**src/rtl/twql_pkg.sv**
```systemverilog
// Types and constants for the task wait queue block.
`default_nettype none

package twql_pkg;

    localparam int DEF_NUM_TASKS = 16;
    localparam int NUM_QUEUES    = 8;
    localparam int QSEL_W        = 3;
    localparam int OPC_W         = 2;

    typedef enum logic [OPC_W-1:0] {
        OP_APPEND  = 2'd0,
        OP_RM_HEAD = 2'd1,
        OP_RM_TASK = 2'd2,
        OP_NOP     = 2'd3
    } t_opcode;

    typedef enum logic [2:0] {
        S_IDLE,
        S_DEC,
        S_APP1,
        S_APP2,
        S_RMH1,
        S_RMT1,
        S_TRD,
        S_TDA
    } t_state;

endpackage

`default_nettype wire

```
**src/rtl/task_wait_queue_links.sv**
```systemverilog
// Task wait queues as doubly linked lists: one operation per beat, one result beat.
// Per beat the sequencer decodes (S_DEC), updates links (S_APP1 then S_APP2 to append to
// a non-empty queue, S_RMH1 or S_RMT1 to remove), reads head and tail (S_TRD, S_TDA) and
// loads the result beat; no new beat is taken before then, as each link memory has one
// registered read port, which the sequencer visits once per dependent link access.
// Reset (synchronous, active low) empties every queue; link memories are not cleared.
`default_nettype none

module task_wait_queue_links
    import twql_pkg::*;
#(
    parameter int NUM_TASKS = DEF_NUM_TASKS,
    localparam int TASK_W = $clog2(NUM_TASKS),
    localparam int NIL_W  = $clog2(NUM_TASKS + 1),
    localparam int IN_W   = OPC_W + QSEL_W + TASK_W,
    localparam int IN_DW  = ((IN_W + 7) / 8) * 8,
    localparam int OUT_DW = ((3 * NIL_W + 7) / 8) * 8
) (
    input  wire logic              i_clk,
    input  wire logic              i_rst_n,
    input  wire logic              i_s_tvalid,
    output logic                   o_s_tready,
    input  wire logic [IN_DW-1:0]  i_s_tdata,   // opcode, queue_sel, task_id
    output logic                   o_m_tvalid,
    input  wire logic              i_m_tready,
    output logic [OUT_DW-1:0]      o_m_tdata    // head_task, tail_task, removed_task
);

    localparam logic [NIL_W-1:0] NIL = NIL_W'(NUM_TASKS);
    localparam int Q_LO = OPC_W;
    localparam int T_LO = OPC_W + QSEL_W;

    t_state                 r_state, n_state;
    t_opcode                r_op;
    logic [QSEL_W-1:0]      r_q;
    logic [TASK_W-1:0]      r_t;
    logic [NIL_W-1:0]       r_h;
    logic [NIL_W-1:0]       r_rem, n_rem;
    logic [NIL_W-1:0]       r_head [NUM_QUEUES];

    logic [NIL_W-1:0]       r_fwd_mem [NUM_TASKS];
    logic [TASK_W-1:0]      r_bwd_mem [NUM_TASKS];
    logic [NIL_W-1:0]       r_fwd_rd;
    logic [TASK_W-1:0]      r_bwd_rd;

    logic                   fwd_we, bwd_we, head_we;
    logic [TASK_W-1:0]      fwd_wa, bwd_wa, rd_addr;
    logic [NIL_W-1:0]       fwd_wd, head_wd;
    logic [TASK_W-1:0]      bwd_wd;
    logic                   load_out;

    logic                   accept;
    logic                   t_ok, h_ok;
    logic [NIL_W-1:0]       head_cur, head_out, tail_out;

    assign o_s_tready = (r_state == S_IDLE) && i_rst_n;
    assign accept     = i_s_tvalid && o_s_tready;

    assign t_ok     = {1'b0, r_t} < NIL;
    assign h_ok     = r_h < NIL;
    assign head_cur = r_head[r_q];
    assign head_out = (head_cur < NIL) ? head_cur : NIL;
    assign tail_out = ((head_cur < NIL) && ({1'b0, r_bwd_rd} < NIL)) ? {1'b0, r_bwd_rd} : NIL;

    always_ff @(posedge i_clk) begin
        if (!i_rst_n) begin
            r_state <= S_IDLE;
        end else begin
            r_state <= n_state;
        end
    end

    // captured operation and bookkeeping
    always_ff @(posedge i_clk) begin
        if (accept) begin
            r_op <= t_opcode'(i_s_tdata[OPC_W-1:0]);
            r_q  <= i_s_tdata[Q_LO +: QSEL_W];
            r_t  <= i_s_tdata[T_LO +: TASK_W];
            r_h  <= r_head[i_s_tdata[Q_LO +: QSEL_W]];
        end
        r_rem <= n_rem;
    end

    always_ff @(posedge i_clk) begin
        if (!i_rst_n) begin
            for (int i = 0; i < NUM_QUEUES; i++) begin
                r_head[i] <= NIL;
            end
        end else if (head_we) begin
            r_head[r_q] <= head_wd;
        end
    end

    // link memories: one write and one registered read each per cycle
    always_ff @(posedge i_clk) begin
        if (fwd_we && ({1'b0, fwd_wa} < NIL)) begin
            r_fwd_mem[fwd_wa] <= fwd_wd;
        end
        r_fwd_rd <= r_fwd_mem[rd_addr];
    end

    always_ff @(posedge i_clk) begin
        if (bwd_we && ({1'b0, bwd_wa} < NIL)) begin
            r_bwd_mem[bwd_wa] <= bwd_wd;
        end
        r_bwd_rd <= r_bwd_mem[rd_addr];
    end

    always_comb begin
        n_state  = r_state;
        n_rem    = r_rem;
        fwd_we   = 1'b0;
        fwd_wa   = r_t;
        fwd_wd   = NIL;
        bwd_we   = 1'b0;
        bwd_wa   = r_t;
        bwd_wd   = r_t;
        head_we  = 1'b0;
        head_wd  = NIL;
        rd_addr  = r_h[TASK_W-1:0];
        load_out = 1'b0;

        unique case (r_state)
            S_IDLE: begin
                if (accept) begin
                    n_state = S_DEC;
                end
            end
            S_DEC: begin
                n_rem   = NIL;
                n_state = S_TRD;
                unique case (r_op)
                    OP_APPEND: begin
                        if (t_ok && !h_ok) begin
                            // empty queue: the task is head and tail
                            head_we = 1'b1;
                            head_wd = {1'b0, r_t};
                            fwd_we  = 1'b1;
                            bwd_we  = 1'b1;
                        end else if (t_ok) begin
                            n_state = S_APP1;
                        end
                    end
                    OP_RM_HEAD: begin
                        if (h_ok) begin
                            n_rem   = r_h;
                            n_state = S_RMH1;
                        end
                    end
                    OP_RM_TASK: begin
                        if (t_ok && h_ok && (r_h == {1'b0, r_t})) begin
                            n_rem   = r_h;
                            n_state = S_RMH1;
                        end else if (t_ok && h_ok) begin
                            n_rem   = {1'b0, r_t};
                            rd_addr = r_t;
                            n_state = S_RMT1;
                        end
                    end
                    OP_NOP: begin
                    end
                endcase
            end
            S_APP1: begin
                // old tail arrives from the head's backward link
                fwd_we  = 1'b1;
                fwd_wa  = r_bwd_rd;
                fwd_wd  = {1'b0, r_t};
                bwd_we  = 1'b1;
                bwd_wa  = r_t;
                bwd_wd  = r_bwd_rd;
                n_state = S_APP2;
            end
            S_APP2: begin
                fwd_we  = 1'b1;
                fwd_wa  = r_t;
                fwd_wd  = NIL;
                bwd_we  = 1'b1;
                bwd_wa  = r_h[TASK_W-1:0];
                bwd_wd  = r_t;
                n_state = S_TRD;
            end
            S_RMH1: begin
                // new head inherits the tail pointer
                head_we = 1'b1;
                head_wd = (r_fwd_rd < NIL) ? r_fwd_rd : NIL;
                bwd_we  = r_fwd_rd < NIL;
                bwd_wa  = r_fwd_rd[TASK_W-1:0];
                bwd_wd  = r_bwd_rd;
                n_state = S_TRD;
            end
            S_RMT1: begin
                fwd_we  = 1'b1;
                fwd_wa  = r_bwd_rd;
                fwd_wd  = r_fwd_rd;
                bwd_we  = 1'b1;
                bwd_wa  = (r_fwd_rd < NIL) ? r_fwd_rd[TASK_W-1:0] : r_h[TASK_W-1:0];
                bwd_wd  = r_bwd_rd;
                n_state = S_TRD;
            end
            S_TRD: begin
                rd_addr = head_cur[TASK_W-1:0];
                n_state = S_TDA;
            end
            S_TDA: begin
                rd_addr = head_cur[TASK_W-1:0];
                if (!o_m_tvalid || i_m_tready) begin
                    load_out = 1'b1;
                    n_state  = S_IDLE;
                end
            end
            default: begin
                n_state = S_IDLE;
            end
        endcase
    end

    always_ff @(posedge i_clk) begin
        if (!i_rst_n) begin
            o_m_tvalid <= 1'b0;
        end else if (load_out) begin
            o_m_tvalid <= 1'b1;
        end else if (i_m_tready) begin
            o_m_tvalid <= 1'b0;
        end
    end

    always_ff @(posedge i_clk) begin
        if (load_out) begin
            o_m_tdata <= OUT_DW'({r_rem, tail_out, head_out});
        end
    end

endmodule

`default_nettype wire

```
**config.mk**
```make
export PLATFORM = sky130hd
export DESIGN_NAME = task_wait_queue_links
export DESIGN_NICKNAME = d
export VERILOG_FILES = /design/src/rtl/twql_pkg.sv /design/src/rtl/task_wait_queue_links.sv
export SDC_FILE = /design/constraint.sdc
export NUM_CORES = 1
export LEC_CHECK = 0
export ABC_AREA = 1
export ABC_CLOCK_PERIOD_IN_PS = 7600
export BUFFER_PORTS_ARGS = -buffer_cell sky130_fd_sc_hd__clkbuf_2
export CORE_MARGIN = 1.5
export CORE_UTILIZATION = 27
export CTS_BUF_LIST = sky130_fd_sc_hd__clkbuf_2 sky130_fd_sc_hd__clkbuf_4 sky130_fd_sc_hd__clkbuf_8
export DETAILED_ROUTE_END_ITERATION = 10
export PLACE_DENSITY = 0.46
export SLEW_MARGIN = 10
export SYNTH_ARGS = -nofsm -noshare
export SYNTH_HDL_FRONTEND = slang
export SYNTH_SLANG_ARGS = --single-unit
```
**constraint.sdc**
```tcl
create_clock -name i_clk -period 7.6 [get_ports i_clk]
set_input_delay 0.76 -clock i_clk [delete_from_list [all_inputs] [get_ports i_clk]]
set_output_delay 0.76 -clock i_clk [all_outputs]
set_load 0.01 [all_outputs]
```
; ---- Word-level counts from Yosys, hierarchy flattened
; Memory sizes are Yosys's and may differ from the RTL's. A register that Yosys moved wholly into a read port is not among the register bits.
; Cells that the tools add are included.
[word_totals]
in_bits = 20
mem_bits_rw = 184
mem_count = 3
elab_cells = 88
regBits = 33
output_inout_bits = 18
[op_classes]
mux = 47
reduce_logical = 15
n_eq_ne = 12
magnitude_cmp = 3
[mem_list]
columns = name, depth, width, rd, rd_clocked_by_memory_dff, write_ports, line
row1 = r_fwd_mem, 16, 5, 1, 1, 1, task_wait_queue_links.sv:41  ; logic [NIL_W-1:0] r_fwd_mem [NUM_TASKS];
row2 = r_bwd_mem, 16, 4, 1, 1, 1, task_wait_queue_links.sv:42  ; logic [TASK_W-1:0] r_bwd_mem [NUM_TASKS];
row3 = r_head, 8, 5, 2, 2, 8, task_wait_queue_links.sv:39  ; logic [NIL_W-1:0] r_head [NUM_QUEUES];
[op_table]
columns = operator, n
row1 = two-way mux 5 bit, 8
row2 = case mux 5 bit (2 select lines), 3
row3 = two-way mux 4 bit, 6
row4 = case mux 3 bit (6 select lines), 1
row5 = less-than comparator 5 bit (second input constant), 3
row6 = two-way mux 1 bit, 15
row7 = two-way mux 3 bit, 5
row8 = == test 3 bit (second input constant), 4
row9 = case mux 4 bit (3 select lines), 1
row10 = case mux 3 bit (3 select lines), 1
row11 = OR reduction 3 bit, 3
row12 = case mux 4 bit (2 select lines), 1
row13 = == test 3 x 2 -> 1 bit (second input constant), 2
row14 = two-way mux 2 bit, 3
row15 = == test 5 x 4 -> 1 bit, 1
row16 = OR reduction 5 bit, 1
row17 = != test 2 bit (second input constant), 2
row18 = case mux 1 bit (2 select lines), 2
row19 = OR reduction 2 bit, 2
row20 = == test 3 x 1 -> 1 bit (second input constant), 1
row21 = logical AND 1 bit, 3
row22 = zero test 3 bit, 1
row23 = case mux 1 bit (3 select lines), 1
row24 = == test 2 x 1 -> 1 bit (second input constant), 1
row25 = other kinds (6), 6

; ---- Longest topological paths before layout
; Gate-level depths: netlist (run 1).
[depth]
depth_word = 9
depth_mapped = 18
mapped_depth_nobuf = 17

; ---- Worst setup path after synthesis (run 1)
; No wires, ideal clock.
[synth_path]
kind = input to register
from = input i_rst_n
to = register r_h[0], read port of r_head, enable pin
setup_time_ps = 419
arrival_ps = 2192
setup_slack_ps = 4989
cell_stages = 2
path_cell_list = inv_1 -> nor3b_1
[synth_between]
elab_chain_len = 2
[synth_rtl]
columns = element, line
row1 = "start, declared", task_wait_queue_links.sv:20  ; input wire logic i_rst_n,
row2 = logical AND 1 bit, task_wait_queue_links.sv:56  ; assign o_s_tready = (r_state == S_IDLE) && i_rst_n;
row3 = logical AND 1 bit, task_wait_queue_links.sv:57  ; assign accept = i_s_tvalid && o_s_tready;
row4 = named net accept, task_wait_queue_links.sv:52  ; logic accept;
row5 = "end, declared", task_wait_queue_links.sv:37  ; logic [NIL_W-1:0] r_h;
; The timed path passes the listed nets, and every way through them passes these cells.
; A chain may end at the register's enable or synchronous reset.

==> summary.txt, run 1 <==
Outcome
  – Outcome: finished clean

Synth
  – Cell Area, Synth: 11100 um^2
  – Register area share after synthesis: 0.621
  – Primary FF master, synth: edfxtp_1
  – Post-Syn Nets: 1163
  – Ys Warns: 0
  – Post-synth EDFFs: 218
  – Post-Syn Area per Cell: 9.70 um^2
  – Post-synth ARST share: 0
  – Synth unique cells: 46
  – Post-Syn Instances: 1139
  – FF+latch count, synth: 234

Finish
  – Final nets: 1212
  – ANT cells: 0
  – Area grow syn2layout: 13.7%
  – Share of layout cells above drive strength 1: 0.118
  – Post-layout util: 0.313
  – Design area: 12600 um^2
  – Number of fill cells: 4188

Routing
  – Drt wl/cell: 17.2 um
  – Pre-antenna DRT Iters: 5
  – DR WL met3: 1.63 mm
  – DR top layer: met4
  – DR vias: 8031
  – Starting DRC count in detailed routing: 694
  – Post-Route M1 WL: 13.6 mm
  – DRC: 0
  – Via/cell ratio: 4.60
  – Post-Route WL: 30.0 mm
  – Final ANT Viol Nets: 0
  – Met2 WL: 14.0 mm

Worst setup path
  – Worst Path Buf+Inv: 2
  – Crit path largest cell delay: 0.72 ns
  – CP Depth: 11
  – CP cell instances: inv_1 -> nor2_1 -> o21ai_1 -> nand3_1 -> nand3_1 -> nand2_2 -> inv_4 -> nand3_1 -> nand3_1 -> nand3_1 -> nand2_1
  – Worst R2R Setup Slack: 4.18 ns
  – Maximum fanout along the worst path: 37
  – RR Endpoint: r_fwd_rd[3]
  – Critical Path RT: 8.06 ns
  – Slowest stage cell, crit path: dfxtp_1
  – Type of origin of the critical path: flip-flop
  – Crit-path most repeated cell: nand3_1
  – Reg2Reg Depth: 11
  – Setup crit end: r_fwd_rd[3]
  – Critical Path End Type: flip-flop
  – Worst EP arrival: 3.87 ns
  – Largest delay share family, worst path: simple AND/OR/NAND/NOR gates
  – Critical path type: reg -> reg

CTS
  – Root Driver: clkbuf_8
  – H-tree depth: 2
  – CTS resizes: 0
  – CTS Hold Bufs: 0
  – Clock-pin slew on the worst setup and hold paths: 0.07 ns
  – Clock Tree Buf Depth: 3
  – Post-CTS setup buffers: 0
  – CTS tree: done
  – Worst-skew pair later-pin latency: 0.57 ns
  – Cts bufs inserted: 42
  – Clock sink count: 234

Timing
  – Worst slew pin tran: 1.09 ns
  – Setup TNS: 0 ns
  – Unrepaired setup endpoints after global routing: false
  – Slew margin rel.: 0.276
  – Period minus WS final: 3.42 ns
  – Period utilisation layout: 0.450
  – Pins Over Slew Limit: 0
  – Final setup viols: 0
  – Max Clk Rate: 293 MHz
  – Fin. Hold Viols: 0
  – Clock Skew: 0.0173 ns

Floorplan
  – Die span in x: 205 um
  – Initial core utilization: 0.276
  – Die area: 42200 um^2
  – Core Region: 40100 um^2
  – Die height: 205 um
  – I/O pins: 38
  – Row count: 73

Global route
  – First-pass GRT wire length: 45.9 mm
  – Largest net degree at the start of global routing: 73
  – GRT Residual Overflow: 0
  – Vias in the first global route: 7819
  – Total track usage: 0.145
  – Initial antenna violation count: 0

Hold path
  – Min-delay worst type: in -> reg
  – Hold Crit Start: i_s_tdata[8]

Placed design
  – Port Buf Inserts: 29
  – Hpwl dp: 19.3 mm
  – Routability congestion estimate: 0.836
  – Placement Cell Area: 11800 um^2

Power and ir drop
  – Worst vdd ir: 161 uV
  – Pleak: 4.96 nW
  – Net Sw Power: 1.69 mW
  – Seq pwr share: 0.401
  – Combinational power share: 0.336
  – Internal power: 2.64 mW
  – PwrDens: 345 nW/um^2
  – Clock share of power: 0.263
  – Sw Ratio: 0.390

Flow run
  – Maxcap violations: 0
[how the worst min path moves through the flow]
stage          cells past startpoint  slack, ns       endpoint
2_1_floorplan                      0       0.40  o_m_tdata[10]
3_3_place_gp                       0       0.41  o_m_tdata[13]
3_5_place_dp                       0       0.41  o_m_tdata[14]
4_1_cts                            1       0.37        r_op[1]
5_1_grt                            1       0.39        r_op[0]
6_report                           1       0.41         r_t[3]
[state kept, by name, summed over array words and instances, names as in the netlist, named ones only]
signal,flops
r_bwd_rd,4
o_m_tvalid,1
r_h,5
r_fwd_mem,80
r_q,3
r_fwd_rd,5
r_op,2
r_rem,5
o_m_tdata,15
r_state,3
r_head,40
r_t,4
r_bwd_mem,64
[routing by layer]
layer | GRT usage | vias to the layer above
met2 | 0.234 | 213
met3 | 0.0249 | 66
met1 | 0.195 | 3827
met5 | 0 | -
li1 | - | 3925
met4 | 0.0508 | 0
[cell usage in the layout, fill, tap and decap left out, drive strengths merged]
cell	n
o2111ai	2
o22ai	3
o211ai	8
a211oi	1
inv	196
edfxtp	218
a221oi	1
nand3b	28
a22oi	5
dfxtp	16
a31oi	8
clkinv	16
clkinvlp	1
buf	16
nor3b	1
or2	1
a41oi	1
nand3	189
o31ai	1
clkbuf	88
a21oi	26
xnor2	4
nand2	195
o41ai	1
o21a	1
conb	1
o221ai	1
nand4	2
nor2	126
o21ai	58
nor3	1
ha	4
[synthesized netlist by cell type, drive strengths merged, types with 5 or more instances]
cell type,number,share of area
a22oi,5,0.0038
buf,30,0.017
edfxtp,218,0.59
a31oi,8,0.0051
o211ai,8,0.0054
nand3,189,0.087
a21oi,26,0.012
o21ai,58,0.027
nand2,195,0.069
clkbuf,10,0.0034
nand3b,28,0.019
nor2,126,0.045
inv,195,0.066
dfxtp,16,0.029
[through the flow]
step | instances | setup WS [ns] | hold slack, ns | power (mW)
floorplan | 1139 | 4.99 | 0.400 | 2.73
global placement | 1669 | 4.24 | 0.410 | 3.24
detailed placement | 1669 | 4.22 | 0.408 | 3.24
CTS | 1745 | 4.22 | 0.374 | 4.39
global route | 1745 | 3.98 | 0.388 | 4.62
finish | 1745 | 4.18 | 0.406 | 4.33
[power by group through the flow]
stage / registers, mW / logic (mW) / clock network [mW]
finish: 1.74 / 1.46 / 1.14
global route: 1.75 / 1.64 / 1.23
CTS: 1.74 / 1.48 / 1.17
detailed placement: 1.76 / 1.48 / 0
global placement: 1.76 / 1.47 / 0
floorplan: 1.73 / 0.998 / 0
[cell type report]
type,instances,area [um^2],area share
clock buffers,59,718,0.0572
well taps,525,657,0.0523
inverters,196,738,0.0588
multi-input cells,669,3240,0.258
repair buffers,45,265,0.0211
clock inverters,17,83.8,0.00667
flip-flops and latches,234,6870,0.547
[worst reg2reg max path, delay by kind of cell, from the launching register on]
family / cells / cell delay (ns)
and+or+nand+nor: 8 / 1.86
DFF: 1 / 0.72
buffers and inverters: 2 / 0.64
AOI/OAI and AO/OA: 1 / 0.10
[cells by family after synthesis]
kind of cell / Yosys count / share of synthesized area
simple gates: 543 / 0.223
buf+inv: 236 / 0.0867
flops: 234 / 0.621
compound gates: 117 / 0.0612
xor+xnor: 4 / 0.00317
fa+ha+maj: 4 / 0.00453
other cells: 1 / 0.000339
No activity file was read; power rests on OpenSTA's default activity.
==> run 2: changes to the inputs <==
Settings changed: ABC_CLOCK_PERIOD_IN_PS 7600 to 2900, PLACE_DENSITY 0.46 to 0.48.
Clock period 7.6 ns to 2.9 ns, I/O delays scaled along.
==> run 2 against run 1 <==
  * Final cell count increased by 1.5%
  * Sequential power increased to 2.6 times the previous value
  * Total power increased to 2.7 times the previous value
  * Worst setup slack got worse by 3.8 ns
  * Combinational power increased to 2.7 times the previous value
  * Clock skew increased by 0.0096 ns
  * Flip-flop and latch count unchanged
  * Maximum frequency increased by 35%
  * Global-route usage decreased by 0.46 points
  * Sequential share of layout area decreased by 1.4 points
  * Register-to-register slack got worse by 3.8 ns
==> summary.txt, run 2 (synthesized netlist as in run 1, its figures left out) <==
Outcome
  – Outcome: finished clean

Power and ir drop
  – Pleak: 5.13 nW (+3.5%)
  – PwrDens: 909 nW/um^2 (+160%)
  – Worst vdd ir: 343 uV (+110%)

Timing
  – Pins Over Slew Limit: 0 (unchanged)
  – Unrepaired setup endpoints after global routing: false
  – Worst slew pin tran: 0.752 ns (-0.333 ns)
  – Slew margin rel.: 0.497 (+0.222)
  – Fin. Hold Viols: 0 (unchanged)
  – Clock Skew: 0.0269 ns (+0.00958 ns)
  – Final setup viols: 0 (unchanged)
  – Period utilisation layout: 0.872 (+0.422)
  – Period minus WS final: 2.53 ns (-0.889 ns)
  – Max Clk Rate: 395 MHz (+35%)
  – Setup TNS: 0 ns (unchanged)

Finish
  – Post-layout util: 0.321 (+0.00802)
  – Share of layout cells above drive strength 1: 0.137 (+0.0191)
  – Top reg by flops: r_fwd_mem
  – Highest-count cells in the layout ignoring fill and taps: 218 x edfxtp_1, 189 x nand2_1, 186 x inv_1, 186 x nand3_1, 120 x nor2_1
  – Number of flip-flops in the largest register: 80 (unchanged)
  – Largest regs: r_fwd_mem: 80 flops, r_bwd_mem: 64 flops, r_head: 40 flops
  – Area grow syn2layout: 16.6%
  – Commonest non-fill, non-tap cell in the layout: edfxtp_1
  – ANT cells: 0 (unchanged)
  – Final nets: 1238 (+2.1%)

Hold path
  – WHS Path Cells: 1 (unchanged)
  – Min-delay worst type: in -> reg

Placed design
  – Routability congestion estimate: 0.842 (+0.79%)
  – Hpwl dp: 19.6 mm (+1.4%)
  – Port Buf Inserts: 29 (unchanged)

Routing
  – Starting DRC count in detailed routing: 433 (-38%)
  – Via/cell ratio: 4.51 (-2.1%)
  – Pre-antenna DRT Iters: 5 (unchanged)
  – DRC: 0 (unchanged)
  – Final ANT Viol Nets: 0 (unchanged)
  – Drt wl/cell: 16.2 um (-5.8%)
  – DR vias: 7983 (-0.60%)
  – Post-Route WL: 28.7 mm (-4.3%)

CTS
  – Cts bufs inserted: 43 (+2.4%)
  – Worst-skew pair later-pin latency: 0.54 ns (-0.03 ns)
  – Clock sink count: 234 (unchanged)
  – Post-CTS setup buffers: 0 (unchanged)
  – CTS tree: done
  – Clock-pin slew on the worst setup and hold paths: 0.06 ns (about the same)
  – H-tree depth: 2 (unchanged)
  – Clock Tree Buf Depth: 3 (unchanged)
  – Root Driver: clkbuf_8

Floorplan
  – Die span in x: 205 um (unchanged)
  – Initial core utilization: 0.276 (unchanged)
  – Die area: 42200 um^2 (unchanged)
  – Die height: 205 um (unchanged)
  – I/O pins: 38 (unchanged)
  – Core Region: 40100 um^2 (unchanged)
  – Row count: 73 (unchanged)

Worst setup path
  – CP Depth: 17 (+6)
  – Reg2Reg Depth: 17 (+6)
  – Crit path largest cell delay: 0.42 ns (-0.30 ns)
  – Type of origin of the critical path: flip-flop
  – Critical path type: reg -> reg
  – Crit-path most repeated cell: nand2_1
  – Critical Path RT: 3.36 ns (-4.70 ns)
  – Worst Path Buf+Inv: 4 (+2)
  – Slowest stage cell, crit path: edfxtp_1
  – Largest delay share family, worst path: simple AND/OR/NAND/NOR gates
  – Worst R2R Setup Slack: 0.37 ns (-3.81 ns)
  – Critical Path End Type: flip-flop
  – CP cell instances: inv_1 -> ha_1 -> inv_1 -> nor2_2 -> nand2_1 -> o21ai_0 -> nand2_1 -> nand2_1 -> inv_2 -> nand2_4 -> nand2_4 -> buf_4 -> nand2_1 -> nand3_1 -> nand3_1 -> nand3_1 -> nand2_1
  – Worst EP arrival: 2.99 ns (-0.88 ns)
  – Maximum fanout along the worst path: 20 (-46%)

Global route
  – Met2 usage: 0.234 (-0.000241)
  – GRT busiest layer: met2
  – Grt met1 use: 0.183 (-0.0124)
  – First-pass GRT wire length: 45.1 mm (-1.8%)
  – Total track usage: 0.140 (-0.00465)
  – Initial antenna violation count: 0 (unchanged)
  – Met3 Usage GRT: 0.0242 (-0.000634)
  – Largest net degree at the start of global routing: 50 (-32%)
  – Vias in the first global route: 8144 (+4.2%)
  – GRT Residual Overflow: 0 (unchanged)

Flow run
  – Maxcap violations: 0 (unchanged)
==> run 2: power breakdown <==
part / internal (mW) / switching, mW
Sequential: 4.35 / 0.202
Combinational: 1.17 / 2.81
Clock: 1.82 / 1.36
==> run 2: worst reg2reg max path, cell delays in order (launching register included) <==
cell,delay [ns]
edfxtp_1,0.42
inv_1,0.11
ha_1,0.22
inv_1,0.08
nor2_2,0.22
nand2_1,0.11
o21ai_0,0.09
nand2_1,0.07
nand2_1,0.07
inv_2,0.04
nand2_4,0.10
nand2_4,0.18
buf_4,0.25
nand2_1,0.06
nand3_1,0.06
nand3_1,0.13
nand3_1,0.15
nand2_1,0.10
==> run 2: layer usage <==
layer | up-vias | part of all wire | wire, um
met4 | 0 | 0.030 | 857
met2 | 184 | 0.47 | 13500
met1 | 3761 | 0.46 | 13100
met5 | - | 0 | 0
li1 | 3977 | - | -
met3 | 61 | 0.045 | 1300
==> run 2: what timing repair did <==
action	CTS	global route
endpoints found under the setup margin	0	0
endpoints found under the hold margin	6	0
hold buffers	6	0
resized for setup	0	0
==> run 2: final cells by class <==
type	instances	area, um^2
clock buffer	72	841
clock inverter	6	33.8
fill	4121	27200
inverter	196	738
multi-input combinational	669	3230
sequential	234	6870
tap	525	657
timing repair buffer	70	518
==> run 2: final timing paths <==
check,startpoint,end
setup / recovery,r_op[0],r_fwd_rd[4]
hold / removal,i_s_tdata[4],r_q[2]
setup reg to reg,r_op[0],r_fwd_rd[4]
hold reg to reg,r_rem[1],o_m_tdata[11]
==> run 2: through the flow <==
| step | instances | worst slack (ns) | cell area (um^2) | hold WS (ns) | total power, mW |
|---|---|---|---|---|---|
| after floorplan | 1139 | 0.479 | 11100 | 0.389 | 7.16 |
| after global placement | 1688 | 0.364 | 12000 | 0.404 | 8.61 |
| after detailed placement | 1688 | 0.356 | 12000 | 0.409 | 8.65 |
| after CTS | 1772 | 0.317 | 12900 | 0.0374 | 11.9 |
| after global routing | 1772 | 0.0486 | 12900 | 0.0517 | 12.5 |
| final | 1772 | 0.370 | 12900 | 0.0752 | 11.7 |
==> run 3: changes to the inputs <==
Settings changed: RECOVER_POWER set to 25.
==> run 3 against run 2 <==
  * Total power decreased by 0.31%
  * Non-clock buffer count did not move
  * Worst hold slack better by 0.081 ns
  * Design area shrank 0.50%
  * Combinational power barely moved
  * Global-route usage unchanged
  * Maximum frequency decreased by 0.99%
  * Critical path type unchanged
  * Sequential share of layout area is 0.27 points higher
  * Critical path depth shrank 11
  * Clock-buffer cell count is the same
  * Clock skew is 0.0015 ns lower
  * First-iteration DRC count increased by 11%
==> summary.txt, run 3 (synthesized netlist as in run 1, its figures left out) <==
Timing
  – Slew margin rel.: 0.258 (-0.240)
  – Worst slew pin tran: 1.11 ns (+0.361 ns)
  – Period utilisation layout: 0.881 (+0.00871)
  – Period minus WS final: 2.55 ns (+0.0252 ns)
  – Final setup viols: 0 (unchanged)
  – Setup TNS: 0 ns (unchanged)
  – Clock Skew: 0.0254 ns (-0.00150 ns)
  – Pins Over Slew Limit: 0 (unchanged)
  – Unrepaired setup endpoints after global routing: false
  – Max Clk Rate: 391 MHz (-0.99%)
  – Fin. Hold Viols: 0 (unchanged)

CTS
  – Post-CTS setup buffers: 0 (unchanged)
  – Worst-skew pair later-pin latency: 0.54 ns (about the same)
  – Clock-pin slew on the worst setup and hold paths: 0.06 ns (about the same)
  – H-tree depth: 2 (unchanged)
  – Cts bufs inserted: 43 (unchanged)
  – Clock sink count: 234 (unchanged)
  – Clock Tree Buf Depth: 3 (unchanged)
  – CTS tree: done
  – Root Driver: clkbuf_8
  – CTS resizes: 0 (unchanged)

Routing
  – DRC: 0 (unchanged)
  – Drt wl/cell: 16.2 um (+0.12%)
  – Pre-antenna DRT Iters: 6 (+1)
  – Via/cell ratio: 4.48 (-0.53%)
  – DR vias: 7941 (-0.53%)
  – Post-Route WL: 28.8 mm (+0.12%)
  – Starting DRC count in detailed routing: 479 (+11%)
  – Final ANT Viol Nets: 0 (unchanged)

Placed design
  – Routability congestion estimate: 0.842 (unchanged)
  – Port Buf Inserts: 29 (unchanged)
  – Hpwl dp: 19.6 mm (unchanged)

Worst setup path
  – Maximum fanout along the worst path: 7 (-65%)
  – RR Endpoint: r_bwd_mem[2][3]
  – Critical path type: reg -> reg
  – Critical Path RT: 3.09 ns (-0.27 ns)
  – Type of origin of the critical path: flip-flop
  – Critical Path End Type: flip-flop
  – Critical R2R Launch: r_state[2]
  – Reg2Reg Depth: 6 (-11)
  – Worst EP arrival: 2.74 ns (-0.25 ns)
  – Worst R2R Setup Slack: 0.35 ns (-0.03 ns)

Power and ir drop
  – Internal power: 7.32 mW (-0.30%)
  – Clock share of power: 0.272 (about the same)
  – PwrDens: 910 nW/um^2 (+0.18%)
  – Sw Ratio: 0.373 (about the same)
  – Seq pwr share: 0.390 (about the same)
  – Worst vdd ir: 343 uV (-0.13%)
  – Net Sw Power: 4.36 mW (-0.33%)
  – Pleak: 5.04 nW (-1.9%)
  – Combinational power share: 0.338 (-0.002)

Global route
  – Total track usage: 0.140 (unchanged)
  – Initial antenna violation count: 0 (unchanged)
  – Largest net degree at the start of global routing: 50 (unchanged)
  – Vias in the first global route: 8144 (unchanged)
  – First-pass GRT wire length: 45.1 mm (unchanged)
  – GRT Residual Overflow: 0 (unchanged)

Floorplan
  – Die span in x: 205 um (unchanged)
  – Die area: 42200 um^2 (unchanged)
  – Row count: 73 (unchanged)
  – Initial core utilization: 0.276 (unchanged)
  – Die height: 205 um (unchanged)
  – I/O pins: 38 (unchanged)
  – Core Region: 40100 um^2 (unchanged)

Finish
  – Commonest non-fill, non-tap cell in the layout: edfxtp_1
  – Number of fill cells: 4141 (+0.49%)
  – Final nets: 1238 (unchanged)
  – Number of flip-flops in the largest register: 80 (unchanged)
  – Sequential Area: 6870 um^2 (unchanged)
  – Post-layout util: 0.320 (-0.00159)
  – Largest regs: r_fwd_mem: 80 flops, r_bwd_mem: 64 flops, r_head: 40 flops
  – Area occupied by multi-input gates: 3220 um^2 (-0.31%)
  – Area grow syn2layout: 16.0%
  – Share of layout cells above drive strength 1: 0.110 (-0.0273)
  – Top reg by flops: r_fwd_mem
  – Highest-count cells in the layout ignoring fill and taps: 218 x edfxtp_1, 190 x nand2_1, 188 x inv_1, 186 x nand3_1, 121 x nor2_1
  – ANT cells: 0 (unchanged)

Hold path
  – Hold Crit Start: i_m_tready
  – Min-delay worst type: in -> reg
  – Hold endpoint: o_m_tvalid
  – WHS Path Cells: 4 (+3)

Flow run
  – Maxcap violations: 0 (unchanged)

Outcome
  – Outcome: finished clean
## run 3: cell types whose count changed in the layout (fill, tap and decap cells not counted), sizes merged
cell	before	now
clkbuf	101	108
buf	35	28
## run 3: how the worst max path moves through the flow
stage	start	endpoint	slack (ns)	depth (start not counted)
2_1_floorplan	r_state[2]	r_h[0]	0.48	3
3_3_place_gp	r_op[0]	r_fwd_rd[4]	0.36	17
3_5_place_dp	r_op[0]	r_fwd_rd[0]	0.36	13
4_1_cts	r_op[0]	r_fwd_rd[0]	0.32	13
5_1_grt	r_op[0]	r_fwd_rd[0]	0.03	13
6_report	r_state[2]	r_bwd_mem[2][3]	0.35	6
## run 3: layout make-up
| type | instances | area share |
|---|---|---|
| clock inverters | 6 | 0.00263 |
| well taps | 525 | 0.0512 |
| flip-flops and latches | 234 | 0.536 |
| clock buffers | 72 | 0.0656 |
| repair buffers | 70 | 0.0362 |
| multi-input cells | 669 | 0.251 |
| inverters | 196 | 0.0576 |
## run 3: metrics by stage
stage	power (mW)	hold slack, ns	instance area (um^2)	setup WS [ns]	instances
4_1_cts	11.9	0.0374	12900	0.317	1772
3_5_place_dp	8.65	0.409	12000	0.356	1688
3_3_place_gp	8.61	0.404	12000	0.364	1688
6_report	11.7	0.156	12800	0.345	1772
5_1_grt	12.4	0.140	12800	0.0339	1772
2_1_floorplan	7.16	0.389	11100	0.479	1139
## run 3: what timing repair did
item / 4_1_cts / 5_1_grt
setup endpoints to repair: 0 / 0
hold buffers: 6 / 0
endpoints found under the hold margin: 6 / 0
## run 3: critical path, stage by stage (launching register included)
cell and delay, ns:
dfxtp_1 0.45, inv_1 0.20, a21oi_1 0.51, o221ai_1 0.22, o21ai_1 0.19, nand3_1 0.23
nor2_1 0.41
## run 3: metal layers
| metal | routed length (um) | global-route usage | up-vias |
|---|---|---|---|
| met1 | 13200 | 0.183 | 3727 |
| met3 | 1230 | 0.0242 | 55 |
| met2 | 13500 | 0.234 | 185 |
| met4 | 822 | 0.0493 | 0 |
| li1 | - | - | 3974 |
| met5 | 0 | 0 | - |
## run 3: power by group through the flow
stage	registers (mW)	clock network, mW	logic, mW
after floorplan	4.54	0	2.62
after global placement	4.62	0	3.99
after detailed placement	4.62	0	4.03
after CTS	4.56	3.26	4.04
after global routing	4.59	3.39	4.46
final	4.55	3.17	3.95
